===== src/hdl/bfpcrc_pkg.sv =====
// ----------------------------------------------------------------------------
// bfpcrc_pkg
// Shared types, constants and the CRC-16 bit step of the bit field packer.
// ----------------------------------------------------------------------------
package bfpcrc_pkg;

  localparam int MAX_FIELD_BITS_DEF = 64;
  localparam int FIELD_WIDTH_W      = 7;
  localparam int QUEUE_DEPTH        = 2;
  localparam int QUEUE_PTR_W        = 1;
  localparam int QUEUE_CNT_W        = 2;

  localparam logic [15:0] CRC_INIT = 16'hFFFF;
  localparam logic [15:0] CRC_POLY = 16'h1021;
  localparam logic [15:0] CRC_TOP  = 16'h8000;

  // Classified field as it waits in the queue
  typedef struct packed {
    logic [FIELD_WIDTH_W-1:0] width;   // already clamped to the maximum
    logic                     eof;
  } field_ctrl_t;

  typedef enum logic [1:0] {
    ST_IDLE,
    ST_FIELD,
    ST_CRC,
    ST_FLUSH
  } back_state_t;

  // Back end status, watched by the top level checks
  typedef struct packed {
    back_state_t state;
    logic [2:0]  fill;
    logic        crc_init;
    logic        adv;
    logic        load;
  } back_status_t;

  // One bit of CRC-16, poly 0x1021, MSB first
  function automatic logic [15:0] crc_step(input logic [15:0] crc, input logic data_bit);
    logic [15:0] c;
    c = crc ^ {data_bit, 15'b0};
    if ((c & CRC_TOP) != 16'h0000) begin
      crc_step = {c[14:0], 1'b0} ^ CRC_POLY;
    end else begin
      crc_step = {c[14:0], 1'b0};
    end
  endfunction

endpackage


===== src/hdl/bfpcrc_front.sv =====
// ----------------------------------------------------------------------------
// bfpcrc_front
// Accepts fields, clamps the width and holds them in a two entry queue.
// ----------------------------------------------------------------------------
module bfpcrc_front import bfpcrc_pkg::*; #(
  parameter int MAX_FIELD_BITS = MAX_FIELD_BITS_DEF
) (
  input  logic                      clk,
  input  logic                      rst,
  input  logic                      in_valid,
  output logic                      in_stall,
  input  logic [63:0]               field_value,
  input  logic [FIELD_WIDTH_W-1:0]  field_width,
  input  logic                      end_of_frame,
  output logic                      q_valid,
  output logic [MAX_FIELD_BITS-1:0] q_value,
  output field_ctrl_t               q_ctrl,
  input  logic                      q_pop
);

  logic [MAX_FIELD_BITS-1:0] value_mem [QUEUE_DEPTH];
  field_ctrl_t               ctrl_mem  [QUEUE_DEPTH];
  logic [QUEUE_PTR_W-1:0]    wr_ptr;
  logic [QUEUE_PTR_W-1:0]    rd_ptr;
  logic [QUEUE_CNT_W-1:0]    count;
  logic                      push;
  field_ctrl_t               ctrl_in;

  // Clamp oversize widths
  always_comb begin
    if (field_width > FIELD_WIDTH_W'(MAX_FIELD_BITS)) begin
      ctrl_in.width = FIELD_WIDTH_W'(MAX_FIELD_BITS);
    end else begin
      ctrl_in.width = field_width;
    end
    ctrl_in.eof = end_of_frame;
  end

  assign in_stall = (count == QUEUE_CNT_W'(QUEUE_DEPTH));
  assign push     = in_valid && !in_stall;
  assign q_valid  = (count != '0);
  assign q_value  = value_mem[rd_ptr];
  assign q_ctrl   = ctrl_mem[rd_ptr];

  always_ff @(posedge clk) begin
    if (push) begin
      value_mem[wr_ptr] <= field_value[MAX_FIELD_BITS-1:0];
      ctrl_mem[wr_ptr]  <= ctrl_in;
    end
  end

  always_ff @(posedge clk) begin
    if (rst) begin
      wr_ptr <= '0;
      rd_ptr <= '0;
      count  <= '0;
    end else begin
      if (push) begin
        wr_ptr <= wr_ptr + 1'b1;
      end
      if (q_pop) begin
        rd_ptr <= rd_ptr + 1'b1;
      end
      if (push && !q_pop) begin
        count <= count + 1'b1;
      end else if (!push && q_pop) begin
        count <= count - 1'b1;
      end
    end
  end

endmodule


===== src/hdl/bfpcrc_back.sv =====
// ----------------------------------------------------------------------------
// bfpcrc_back
// Bit-serial packer and CRC engine with a registered byte output.
// ----------------------------------------------------------------------------
module bfpcrc_back import bfpcrc_pkg::*; #(
  parameter int MAX_FIELD_BITS = MAX_FIELD_BITS_DEF
) (
  input  logic                      clk,
  input  logic                      rst,
  input  logic                      q_valid,
  input  logic [MAX_FIELD_BITS-1:0] q_value,
  input  field_ctrl_t               q_ctrl,
  output logic                      q_pop,
  output logic                      out_valid,
  input  logic                      out_stall,
  output logic [7:0]                frame_byte,
  output logic                      last_byte,
  output back_status_t              status
);

  localparam int CW = $clog2(MAX_FIELD_BITS + 1);
  localparam int IW = $clog2(MAX_FIELD_BITS);

  back_state_t               state, state_next;
  logic [MAX_FIELD_BITS-1:0] val, val_next;
  logic [CW-1:0]             cnt, cnt_next;
  logic                      eof, eof_next;
  logic [3:0]                crc_cnt, crc_cnt_next;
  logic [7:0]                acc, acc_next;
  logic [2:0]                fill, fill_next;
  logic [15:0]               crc, crc_next;
  logic [7:0]                byte_q, byte_next;
  logic                      last_q, last_next;
  logic                      valid_q, valid_next;

  logic [CW-1:0] cnt_m1;
  logic          data_bit;
  logic [7:0]    packed_byte;
  logic          completes;
  logic          out_free;
  logic          adv;
  logic          load;

  assign cnt_m1      = cnt - 1'b1;
  assign out_free    = !valid_q || !out_stall;
  assign packed_byte = acc | (8'(data_bit) << (3'd7 - fill));

  // Next state
  always_comb begin
    state_next = state;
    case (state)
      ST_IDLE: begin
        if (q_valid) begin
          if (q_ctrl.width != '0) begin
            state_next = ST_FIELD;
          end else if (q_ctrl.eof) begin
            state_next = ST_CRC;
          end
        end
      end
      ST_FIELD: begin
        if (adv && cnt == CW'(1)) begin
          state_next = eof ? ST_CRC : ST_IDLE;
        end
      end
      ST_CRC: begin
        if (adv && crc_cnt == 4'd0) begin
          state_next = completes ? ST_IDLE : ST_FLUSH;
        end
      end
      ST_FLUSH: begin
        if (adv) begin
          state_next = ST_IDLE;
        end
      end
      default: state_next = ST_IDLE;
    endcase
  end

  // Datapath and outputs
  always_comb begin
    val_next     = val;
    cnt_next     = cnt;
    eof_next     = eof;
    crc_cnt_next = crc_cnt;
    acc_next     = acc;
    fill_next    = fill;
    crc_next     = crc;
    data_bit     = 1'b0;
    completes    = 1'b0;
    adv          = 1'b0;
    q_pop        = 1'b0;
    byte_next    = packed_byte;
    last_next    = 1'b0;
    case (state)
      ST_IDLE: begin
        adv          = 1'b1;
        q_pop        = q_valid;
        crc_cnt_next = 4'd15;
        if (q_valid) begin
          val_next = q_value;
          cnt_next = CW'(q_ctrl.width);
          eof_next = q_ctrl.eof;
        end
      end
      ST_FIELD: begin
        data_bit  = val[cnt_m1[IW-1:0]];
        completes = (fill == 3'd7);
        adv       = !completes || out_free;
        if (adv) begin
          crc_next  = crc_step(crc, data_bit);
          acc_next  = completes ? 8'h00 : packed_byte;
          fill_next = fill + 1'b1;
          cnt_next  = cnt_m1;
        end
      end
      ST_CRC: begin
        data_bit  = crc[crc_cnt];
        completes = (fill == 3'd7);
        adv       = !completes || out_free;
        last_next = (crc_cnt == 4'd0);
        if (adv) begin
          acc_next     = completes ? 8'h00 : packed_byte;
          fill_next    = fill + 1'b1;
          crc_cnt_next = crc_cnt - 1'b1;
          if (crc_cnt == 4'd0 && completes) begin
            crc_next = CRC_INIT;
          end
        end
      end
      ST_FLUSH: begin
        completes = 1'b1;
        adv       = out_free;
        byte_next = acc;
        last_next = 1'b1;
        if (adv) begin
          acc_next  = 8'h00;
          fill_next = 3'd0;
          crc_next  = CRC_INIT;
        end
      end
      default: begin
        adv = 1'b0;
      end
    endcase
    load       = adv && completes;
    valid_next = load || (valid_q && out_stall);
  end

  always_ff @(posedge clk) begin
    if (rst) begin
      state   <= ST_IDLE;
      acc     <= 8'h00;
      fill    <= 3'd0;
      crc     <= CRC_INIT;
      valid_q <= 1'b0;
    end else begin
      state   <= state_next;
      acc     <= acc_next;
      fill    <= fill_next;
      crc     <= crc_next;
      valid_q <= valid_next;
    end
  end

  always_ff @(posedge clk) begin
    val     <= val_next;
    cnt     <= cnt_next;
    eof     <= eof_next;
    crc_cnt <= crc_cnt_next;
    if (load) begin
      byte_q <= byte_next;
      last_q <= last_next;
    end
  end

  assign out_valid  = valid_q;
  assign frame_byte = byte_q;
  assign last_byte  = last_q;

  assign status.state    = state;
  assign status.fill     = fill;
  assign status.crc_init = (crc == CRC_INIT);
  assign status.adv      = adv;
  assign status.load     = load;

endmodule


===== src/hdl/bit_field_packer_crc16.sv =====
// ----------------------------------------------------------------------------
// bit_field_packer_crc16
// Packs variable width fields MSB first into bytes with a trailing CRC-16.
// ----------------------------------------------------------------------------
// Usage:
//   Input channel (in_valid / in_stall) carries field_value, field_width and
//   end_of_frame. Only the low field_width bits are packed, MSB first; a
//   width above MAX_FIELD_BITS is clamped. Output channel (out_valid /
//   out_stall) carries one frame_byte per transfer, first packed bit in
//   bit 7, with last_byte set on the final byte of a frame.
//   Throughput: one field bit per cycle in the bit-serial back end, while
//   a completed byte is not held up by out_stall. The engine takes each
//   field from the queue, then shifts out its bits; end of frame adds the
//   16 CRC bits and, when a partial byte is left, a flush of that byte.
//   A transfer lands in the two entry queue, is picked up once the back
//   end is idle, and each completed byte is loaded into the output
//   register as the engine takes the bit that fills it.
//   The front queue keeps taking transfers while the back end works;
//   in_stall rises only when both entries are full.
//   When the receiver stalls, hold the output byte; the engine keeps
//   packing until the next byte completes, then waits.
//   Reset clears the queue, the partial byte and sets the CRC to 0xFFFF.
// ----------------------------------------------------------------------------
module bit_field_packer_crc16 import bfpcrc_pkg::*; #(
  parameter int MAX_FIELD_BITS = MAX_FIELD_BITS_DEF
) (
  input  logic                     clk,
  input  logic                     rst,
  input  logic                     in_valid,
  output logic                     in_stall,
  input  logic [63:0]              field_value,
  input  logic [FIELD_WIDTH_W-1:0] field_width,
  input  logic                     end_of_frame,
  output logic                     out_valid,
  input  logic                     out_stall,
  output logic [7:0]               frame_byte,
  output logic                     last_byte
);

  logic                      q_valid;
  logic [MAX_FIELD_BITS-1:0] q_value;
  field_ctrl_t               q_ctrl;
  logic                      q_pop;
  back_status_t              status;

  // Front: accept, clamp the width, queue
  bfpcrc_front #(
    .MAX_FIELD_BITS (MAX_FIELD_BITS)
  ) u_front (
    .clk          (clk),
    .rst          (rst),
    .in_valid     (in_valid),
    .in_stall     (in_stall),
    .field_value  (field_value),
    .field_width  (field_width),
    .end_of_frame (end_of_frame),
    .q_valid      (q_valid),
    .q_value      (q_value),
    .q_ctrl       (q_ctrl),
    .q_pop        (q_pop)
  );

  // Back: shift out bits, update the CRC, emit bytes
  bfpcrc_back #(
    .MAX_FIELD_BITS (MAX_FIELD_BITS)
  ) u_back (
    .clk        (clk),
    .rst        (rst),
    .q_valid    (q_valid),
    .q_value    (q_value),
    .q_ctrl     (q_ctrl),
    .q_pop      (q_pop),
    .out_valid  (out_valid),
    .out_stall  (out_stall),
    .frame_byte (frame_byte),
    .last_byte  (last_byte),
    .status     (status)
  );

  // Never overwrite a byte the receiver has not taken
  a_no_overwrite: assert property (@(posedge clk) disable iff (rst)
    !(status.load && out_valid && out_stall))
    else $error("byte loaded over a stalled transfer");

  // Flush only runs with a partial byte pending
  a_flush_partial: assert property (@(posedge clk) disable iff (rst)
    (status.state == ST_FLUSH) |-> (status.fill != 3'd0))
    else $error("flush entered on a byte boundary");

  // After a flush the frame state is back at reset values
  a_flush_restart: assert property (@(posedge clk) disable iff (rst)
    (status.state == ST_FLUSH && status.adv) |=>
      (status.state == ST_IDLE && status.fill == 3'd0 && status.crc_init))
    else $error("frame state not restarted after flush");

endmodule


===== config.mk =====
export PLATFORM = sky130hd
export DESIGN_NAME = bit_field_packer_crc16
export DESIGN_NICKNAME = d
export VERILOG_FILES = /design/src/hdl/bfpcrc_pkg.sv /design/src/hdl/bfpcrc_front.sv /design/src/hdl/bfpcrc_back.sv /design/src/hdl/bit_field_packer_crc16.sv
export SDC_FILE = /design/constraint.sdc
export NUM_CORES = 1
export LEC_CHECK = 0
export BUFFER_PORTS_ARGS = -buffer_cell sky130_fd_sc_hd__buf_2
export CAP_MARGIN = 10
export CORE_MARGIN = 3
export CORE_UTILIZATION = 59
export DETAILED_ROUTE_END_ITERATION = 10
export GPL_TIMING_DRIVEN = 0
export PLACE_DENSITY = 0.84
export SKIP_CTS_REPAIR_TIMING = 1
export SYNTH_ARGS = -nofsm -noshare
export SYNTH_HDL_FRONTEND = slang
export SYNTH_SLANG_ARGS = --single-unit

===== constraint.sdc =====
create_clock -name clk -period 5.04 [get_ports clk]
set_input_delay 0.504 -clock clk [delete_from_list [all_inputs] [get_ports clk]]
set_output_delay 0.504 -clock clk [all_outputs]
set_load 0.01 [all_outputs]

== Yosys cells after proc, flatten, opt, wreduce, memory -nomap -nowiden ==
Memory sizes are Yosys's and may differ from the RTL's. A register that Yosys moved wholly into a read port is not among the register bits.
Cells that the tools add are included.
Storage, ports and cells
  flip-flop bits (word level): 55
  memory bits (writable): 144
  logic and storage cells: 123
  memories: 2
Memory list
  u_front.value_mem: depth 2, width 64, rd ports 1, clocked after memory_dff 1, wr ports 1, RTL line bfpcrc_front.sv:21  | logic [MAX_FIELD_BITS-1:0] value_mem [QUEUE_DEPTH];
  u_front.ctrl_mem: depth 2, width 8, rd ports 1, clocked after memory_dff 1, wr ports 1, RTL line bfpcrc_front.sv:22  | field_ctrl_t ctrl_mem [QUEUE_DEPTH];
Cells by class
  $add $sub $neg: 8
  magnitude comparators: 3
  equal/unequal tests: 16
  shifts and indexed selects: 1
  multiplexer cells: 44
  bitwise logic cells: 3
  reduce and logical (&&, ||, !) cells: 33
Operator list (number)
  16-bit two-way mux: 4
  16-bit case mux with 3 select lines: 1
  8-bit two-way mux: 4
  7-bit two-way mux: 3
  2-bit two-way mux: 10
  2-bit by 1-bit inequality test with 1-bit output, second input constant: 9
  8-bit case mux with 2 select lines: 1
  16-bit XOR: 1
  7-bit case mux with 2 select lines: 1
  13-bit two-way mux: 1
  5-bit AND reduction: 2
  2-bit nonzero test: 5
  1-bit logical AND: 8
  8-bit OR: 1
  2-bit case mux with 4 select lines: 1
  4-bit case mux with 2 select lines: 1
  1-bit by 3-bit << shifter with 8-bit output: 1
  7-bit by 1-bit equality test with 1-bit output, second input constant: 1
  7-bit greater-than comparator, second input constant: 1
  6-bit by 7-bit less-than comparator with 1-bit output, second input constant: 1
  1-bit two-way mux: 7
  7-bit nonzero test: 1
  7-bit by 1-bit subtractor with 7-bit output, second input constant: 1
  1-bit binary-select mux with 6-bit select: 1
  other kinds (26): 41

== Depth between registers and ports, before layout ==
Gate-level depths: netlist of run 1.
  word-level depth: 9
  gate-level depth with buffers: 12
  mapped depth without buffers: 9

== Modules after synthesis ==
A second synthesis of run 1 with hierarchy kept.
Unflattened totals
  cell total of the unflattened synthesis: 666
  area total of the unflattened synthesis: 10724.0 µm²
By module, submodules not included
  bfpcrc_front: instances 1, cells each 256, area each 5452.7 µm², seq. area each 4424.2 µm²
  bfpcrc_back: instances 1, cells each 410, area each 5271.3 µm², seq. area each 3153.0 µm²

== Worst setup path after synthesis of run 1 ==
No wires, ideal clock.
  path kind: reg-to-reg
  start: register u_front.count[0]
  end: memory u_front.ctrl_mem[0][0] (netlist bit) (enable)
  setup time: 0.502 ns
  data arrival time: 3.654 ns
  data required time: 4.538 ns
  slack: 0.884 ns
  stages on the path, launching flop included: 4
  path buffers: 0
  clock period less this slack: 4.156 ns
  cells stage by stage: dfxtp_1 -> nand2b_1 -> nand2_1 -> nor2_1
On the way
  cells in the longest elaborated chain, start to end: 5
Ends and longest elaborated chain
  start: declaration: RTL line bfpcrc_front.sv:25  | logic [QUEUE_CNT_W-1:0] count;
  start signal: assignment: RTL line bfpcrc_front.sv:65  | count <= count + 1'b1;
  start signal: assignment: RTL line bfpcrc_front.sv:67  | count <= count - 1'b1;
  2-bit equality test: RTL line bfpcrc_front.sv:39  | assign in_stall = (count == QUEUE_CNT_W'(QUEUE_DEPTH));
  1-bit logical NOT: RTL line bfpcrc_front.sv:40  | assign push = in_valid && !in_stall;
  1-bit logical AND: RTL line bfpcrc_front.sv:40
  1-bit two-way mux: RTL line bfpcrc_front.sv:46  | if (push) begin
  1-bit two-way mux (implied by the code): RTL line bfpcrc_front.sv:48  | ctrl_mem[wr_ptr] <= ctrl_in;
  end: declaration: RTL line bfpcrc_front.sv:22
No other way between the ends.

== Worst setup path in the final report of run 1 ==
  start: register u_back.cnt[0]
  end: register u_back.acc[4]
On the way
  cells in the longest elaborated chain, start to end: 9
Ends and longest elaborated chain
  start: declaration: RTL line bfpcrc_back.sv:26  | logic [CW-1:0] cnt, cnt_next;
  start signal: assignment: RTL line bfpcrc_back.sv:168  | cnt <= cnt_next;
  7-bit by 1-bit subtractor with 7-bit output: RTL line bfpcrc_back.sv:44  | assign cnt_m1 = cnt - 1'b1;
  1-bit binary-select mux with 6-bit select: RTL line bfpcrc_back.sv:107  | data_bit = val[cnt_m1[IW-1:0]];
  1-bit two-way mux (implied by the code): RTL line bfpcrc_back.sv:107
  1-bit case mux with 2 select lines: RTL line bfpcrc_back.sv:95  | case (state)
  1-bit by 3-bit << shifter with 8-bit output: RTL line bfpcrc_back.sv:46  | assign packed_byte = acc | (8'(data_bit) << (3'd7 - fill));
  8-bit OR: RTL line bfpcrc_back.sv:46
  8-bit two-way mux: RTL line bfpcrc_back.sv:112, bfpcrc_back.sv:123
  8-bit two-way mux: RTL line bfpcrc_back.sv:110, bfpcrc_back.sv:122
  8-bit case mux with 2 select lines: RTL line bfpcrc_back.sv:95
  end signal: assignment: RTL line bfpcrc_back.sv:159  | acc <= acc_next;
  end: declaration: RTL line bfpcrc_back.sv:29  | logic [7:0] acc, acc_next;
No other way between the ends. The select of a mux whose other input is x is not followed.
A chain may end at the register's enable or synchronous reset.

==> metrics.csv, run 1 <==
metric;value;unit
final_common_cell;edfxtp_1;
area_growth;15.6;%
fill_cells;1090;
first_global_vias;6186;
placed_area;11500;um2
setup_viol;0;
synth_area_per_cell;17.1;um2
dp_hpwl;12.9;mm
whs_path_depth;1;
initial_utilization;0.609;
pwr_density_cell;595;nW/um2
reg2regPathDepth;12;
die_w;141;um
routed_wl;19.2;mm
numPortBuffers;86;
irDropWorstVdd;411;uV
multi_input_area;2930;um2
hold_end;u_front.value_mem[0][5];
cts.sinks;264;
wire_per_inst;19.5;um
seq_area;7580;um2
fin_crit;3.45;ns
syn_inst;624;
antenna_found_initial;0;
groute.usage.overall;0.193;
ys_ff_latch;264;
clock_skew;0.0139;ns
fmax;0.290;GHz
cts_buffers;27;
period_share;0.684;
r2r_start;u_back.cnt[0];
seq_area_frac_synth;0.709;
dieArea;19800;um2
r2r-end;u_back.acc[4];
crit_fanout;10;
clkTransAtPathRegs;0.06;ns
cts_htree_levels;1;
max_slew_margin;0.372;
status;complete, no violations;
grt_setup_unrepaired;false;
drive_gt1_frac;0.296;
cts_root_buf;clkbuf_16;
tns;0;ns
grt_first_pass_wirelength;30.6;mm
critPathKind;flip-flop to flip-flop;
hp-start;field_value[5];
cap_violations;0;
synth_ff_type;edfxtp_1;
place_ws;1.62;ns
fp-row-count;48;
rrSetupSlack;1.59;ns
diodes;0;
cp-end-kind;flip-flop;
required;5.47;ns
route.detailed.drc;0;
synth_nets;710;
min_path_type;input pin to flip-flop;
worstSkewPairLatency;0.54;ns
drv_slew;0;
globalplace.congestion;0.854;
grt_start_max_net_pins;66;
finalNetCount;829;
synthArstFlopShare;0;
drtIter0Drc;363;
tightestPinTransition;0.940;ns
cts_tree;built;
mostFrequentLayoutCells;edfxtp_1, buf_2, mux2_2;
core;17500;um2
crit_arrival;3.88;ns
ios;87;
ys_types;57;
synth_area;10700;um2
vias_per_cell;5.83;
globalRoute.totalOverflow;0;
vias;5762;
synth_edf_count;229;
cts_buffer_depth;3;
ys_warn_count;0;
start_kind;flip-flop;
p_leak;4.54;nW
die-height;141;um
dr.pass1.iters;6;
ant_nets;0;
final_area;12400;um2
setup_ws;1.59;ns
hold_viol_final;0;
flip-flops by register name, summed over array words and instances (netlist names), named ones only:
register / count
u_front.rd_ptr: 1
u_back.eof: 1
u_back.last_byte: 1
u_back.cnt: 7
u_back.out_valid: 1
u_back.crc_cnt: 4
u_back.acc: 8
u_back.val: 64
u_front.ctrl_mem: 16
u_back.fill: 3
u_back.crc: 16
u_front.wr_ptr: 1
u_front.count: 2
u_back.frame_byte: 8
u_back.state: 2
u_front.value_mem: 128
logic make-up (layout without fill, tap and decap cells):
kind of cell,Yosys count,in the layout,share of synthesized area
flip-flops,264,264,0.709
AO/OA/AOI/OAI,75,75,0.0502
buffers and inverters,38,177,0.0174
adder cells (fa/ha/maj),10,10,0.0117
XOR/XNOR,14,14,0.0158
multiplexers,104,104,0.136
AND/OR/NAND/NOR,119,119,0.0598
per-layer routing:
layer / routed length [um] / track usage / part of all wire
met1: 7530 / 0.232 / 0.39
met2: 10000 / 0.347 / 0.52
met3: 1120 / 0.0444 / 0.058
met4: 561 / 0.0617 / 0.029
met5: 0 / 0 / 0
worst max-delay path by stage:
stage	startpoint	to	slack, ns	depth (start not counted)
2_1_floorplan	u_front.count[0]	u_front.ctrl_mem[0][0]	0.88	3
3_3_place_gp	u_front.count[0]	u_front.value_mem[0][56]	-0.59	3
3_5_place_dp	u_back.cnt[0]	u_back.acc[6]	1.62	12
4_1_cts	u_back.cnt[0]	u_back.acc[4]	1.58	12
5_1_grt	u_back.cnt[0]	u_back.acc[6]	1.45	12
6_report	u_back.cnt[0]	u_back.acc[4]	1.59	12
synth_stat cells, drive strengths merged, types with 11 or more instances:
library cell,instances,share of area
edfxtp,229,0.64
mux2,70,0.074
dfxtp,35,0.066
nor2,34,0.012
mux4,21,0.050
clkbuf,18,0.0073
nand2,18,0.0063
nor3,16,0.0080
a21oi,15,0.0070
o21bai,15,0.011
mux2i,13,0.012
inv,11,0.0039
nor2b,11,0.0064
critical path, stage by stage, from the launching register on:
cell and delay (ns):
edfxtp_1 0.47, buf_6 0.21, inv_1 0.07, ha_1 0.29, buf_4 0.20, buf_2 0.32, mux4_1 0.36, mux2_2 0.31
nand3_1 0.16, a41oi_1 0.14, a311o_2 0.46, and2_4 0.19, a22o_1 0.18
layout make-up:
cell class / count / share of cell area
multi-input combinational: 322 / 0.237
sequential: 264 / 0.613
tap: 225 / 0.0228
clock buffer: 35 / 0.0571
inverter: 11 / 0.00334
timing repair buffer: 90 / 0.0431
buffer: 27 / 0.0117
clock inverter: 14 / 0.0110
report_power, final:
group / leakage (nW) / internal [mW] / total (mW) / switching (mW)
logic: 1.70 / 0.954 / 2.19 / 1.23
registers: 2.43 / 3.08 / 3.27 / 0.192
clock network: 0.408 / 1.09 / 1.89 / 0.796
per-stage QoR:
stage	hold WS [ns]	instances	power, mW	utilization
floorplan	0.451	624	4.86	-
global placement	0.463	935	5.33	0.650
detailed placement	0.468	939	5.49	0.656
CTS	0.131	988	7.39	0.704
global route	0.128	988	7.69	0.704
finish	0.149	988	7.35	0.704
No activity file was read; power rests on OpenSTA's default activity.
==> inputs of run 2 (changes only) <==
Settings changed: CORE_UTILIZATION 59 to 54, PLACE_DENSITY 0.84 to 0.81.
Clock period 5.04 ns to 3 ns, I/O delays scaled along.
==> run 2 against run 1 <==
Effect of this change: flip-flop and latch count did not move; worst setup slack worse by 1.5 ns; sequential share of layout area decreased by 3.8 points; clock-buffer cell count shrank 2; non-clock buffer count is 74 higher; cell count grew 11%; core utilization down 1.4 points; sequential power increased by 68%; clock power is 57% higher; power is 73% higher; highest routed layer unchanged.
==> metrics.csv, run 2 (synthesis gave the netlist of run 1 again) <==
metric;value;unit;change
fin_crit;2.95;ns;was 3.45 ns
numPortBuffers;86;;unchanged
drv_slew;0;;unchanged
crit_path_top_delay_cell;a311o_2;;was edfxtp_1
routed_wl;20.6;mm;was 19.2 mm
first_global_vias;5985;;was 6186
cts_buffer_depth;3;;unchanged
mostFrequentLayoutCells;edfxtp_1, buf_2, mux2_2;;unchanged
vias_per_cell;5.52;;was 5.83
dr.pass1.iters;4;;was 6
clkTransAtPathRegs;0.06;ns;about the same
placed_area;11500;um2;about the same
fp-row-count;50;;was 48
tns;0;ns;unchanged
largest_register_ffs;128;;unchanged
top_regs;u_front.value_mem (128), u_back.val (64);;unchanged
grt_start_max_net_pins;58;;was 66
critPathKind;flip-flop to flip-flop;;unchanged
crit_chain;buf_6 > inv_1 > ha_4 > buf_8 > buf_12 > mux4_2 > mux2_4 > nand3_4 > nand4_4 > a311o_2 > and2_4 > a22o_1;;was buf_6 > inv_1 > ha_1 > buf_4 > buf_2 > mux4_1 > mux2_2 > nand3_1 > a41oi_1 > a311o_2 > and2_4 > a22o_1
cap_violations;0;;unchanged
vias;6035;;was 5762
fmax;0.339;GHz;was 0.290 GHz
crit_fanout;5;;was 10
cpPeakStageDelay;0.48;ns;was 0.47 ns
globalplace.congestion;0.827;;was 0.854
final_common_cell;edfxtp_1;;unchanged
setup_viol;0;;unchanged
cp-end-kind;flip-flop;;unchanged
groute.usage.overall;0.174;;was 0.193
hold_viol_final;0;;unchanged
initial_utilization;0.560;;was 0.609
setup.worst_path.end;u_back.acc[2];;was u_back.acc[4]
die_w;147;um;was 141 um
ant_nets;0;;unchanged
wire_per_inst;18.9;um;was 19.5 um
reg2regPathDepth;12;;unchanged
finalNetCount;902;;was 829
clock_skew;0.0188;ns;was 0.0139 ns
regMostFlops;u_front.value_mem;;unchanged
die-height;147;um;was 141 um
crit_arrival;3.37;ns;was 3.88 ns
worstSkewPairLatency;0.55;ns;was 0.54 ns
area_growth;23.3;%;was 15.6%
drtIter0Drc;331;;was 363
cts_tree;built;;unchanged
tightestPinTransition;0.793;ns;was 0.940 ns
cts_htree_levels;1;;unchanged
start_kind;flip-flop;;unchanged
diodes;0;;unchanged
period_share;0.984;;was 0.684
ios;87;;unchanged
grt_first_pass_wirelength;30.1;mm;was 30.6 mm
cts_root_buf;clkbuf_16;;unchanged
irDropWorstVdd;734;uV;was 411 uV
cp-startpoint;u_back.cnt[0];;unchanged
rrSetupSlack;0.05;ns;was 1.59 ns
pwr_density_cell;968;nW/um2;was 595 nW/um2
dieArea;21500;um2;was 19800 um2
globalRoute.totalOverflow;0;;unchanged
route.detailed.drc;0;;unchanged
r2r_start;u_back.cnt[0];;unchanged
min_path_type;input pin to flip-flop;;unchanged
max_slew_margin;0.471;;was 0.372
p_leak;4.86;nW;was 4.54 nW
dp_hpwl;12.7;mm;was 12.9 mm
cts.sinks;264;;unchanged
cts_buffers;26;;was 27
drive_gt1_frac;0.287;;was 0.296
final_area;13200;um2;was 12400 um2
core;19100;um2;was 17500 um2
antenna_found_initial;0;;unchanged
r2r-end;u_back.acc[2];;was u_back.acc[4]
required;3.42;ns;was 5.47 ns
status;complete, no violations;;unchanged
## run 2: changes by cell type in the layout (fill, tap and decap cells not counted), sizes merged
cell         change
bufinv           -2
inv              -1
dlygate4sd3     +65
clkinv           +3
buf              +7
clkinvlp         -1
## run 2: metrics by stage
step | util | setup WS (ns) | std cells | hold WS (ns) | power [mW]
floorplan | - | 0.0499 | 624 | 0.399 | 8.16
global route | 0.690 | -0.0365 | 1094 | 0.128 | 13.4
finish | 0.690 | 0.0465 | 1094 | 0.106 | 12.7
CTS | 0.646 | -0.439 | 1020 | -0.0778 | 12.2
detailed placement | 0.605 | -0.371 | 974 | 0.471 | 9.21
global placement | 0.600 | -0.974 | 970 | 0.463 | 8.98
## run 2: per-layer routing
layer | vias up | share of wire | GRT usage | wire length [um]
li1 | 2824 | - | - | -
met1 | 3005 | 0.40 | 0.211 | 8220
met2 | 172 | 0.53 | 0.313 | 11000
met3 | 34 | 0.043 | 0.0345 | 888
met4 | 0 | 0.024 | 0.0602 | 494
met5 | - | 0 | 0 | 0
## run 2: final cells by class
cell class              instances  area [um2]
fillers                      1213        5910
multi-input cells             322        2980
repair buffers                164        1290
plain buffers                  27         168
clock inverters                13        86.3
well taps                     260         325
inverters                      11        41.3
flip-flops and latches        264        7580
clock buffers                  33         698
## run 2: worst max-delay path, delay by kind of cell, from the launching register on
family | cells | cell delay [ns]
flops | 1 | 0.43
compound gates | 2 | 0.67
simple gates | 3 | 0.37
buf+inv | 4 | 0.52
fa+ha+maj | 1 | 0.23
mux | 2 | 0.60
## run 2: worst min path at each step
stage | startpoint | slack [ns] | endpoint | depth (start not counted)
after floorplan | end_of_frame | 0.40 | u_front.ctrl_mem[0][0] | 0
after global placement | u_back.acc[6] | 0.46 | u_back.acc[6] | 1
after detailed placement | u_back.acc[0] | 0.47 | u_back.acc[0] | 1
after CTS | field_value[53] | -0.08 | u_front.value_mem[0][53] | 1
after global routing | field_width[2] | 0.13 | u_front.ctrl_mem[0][3] | 2
final | field_width[1] | 0.11 | u_front.ctrl_mem[1][2] | 2
## run 2: where the power goes
group / switching [mW] / internal (mW)
clock network: 1.31 / 1.65
logic: 2.25 / 2.04
registers: 0.326 / 5.17
total: 3.89 / 8.86
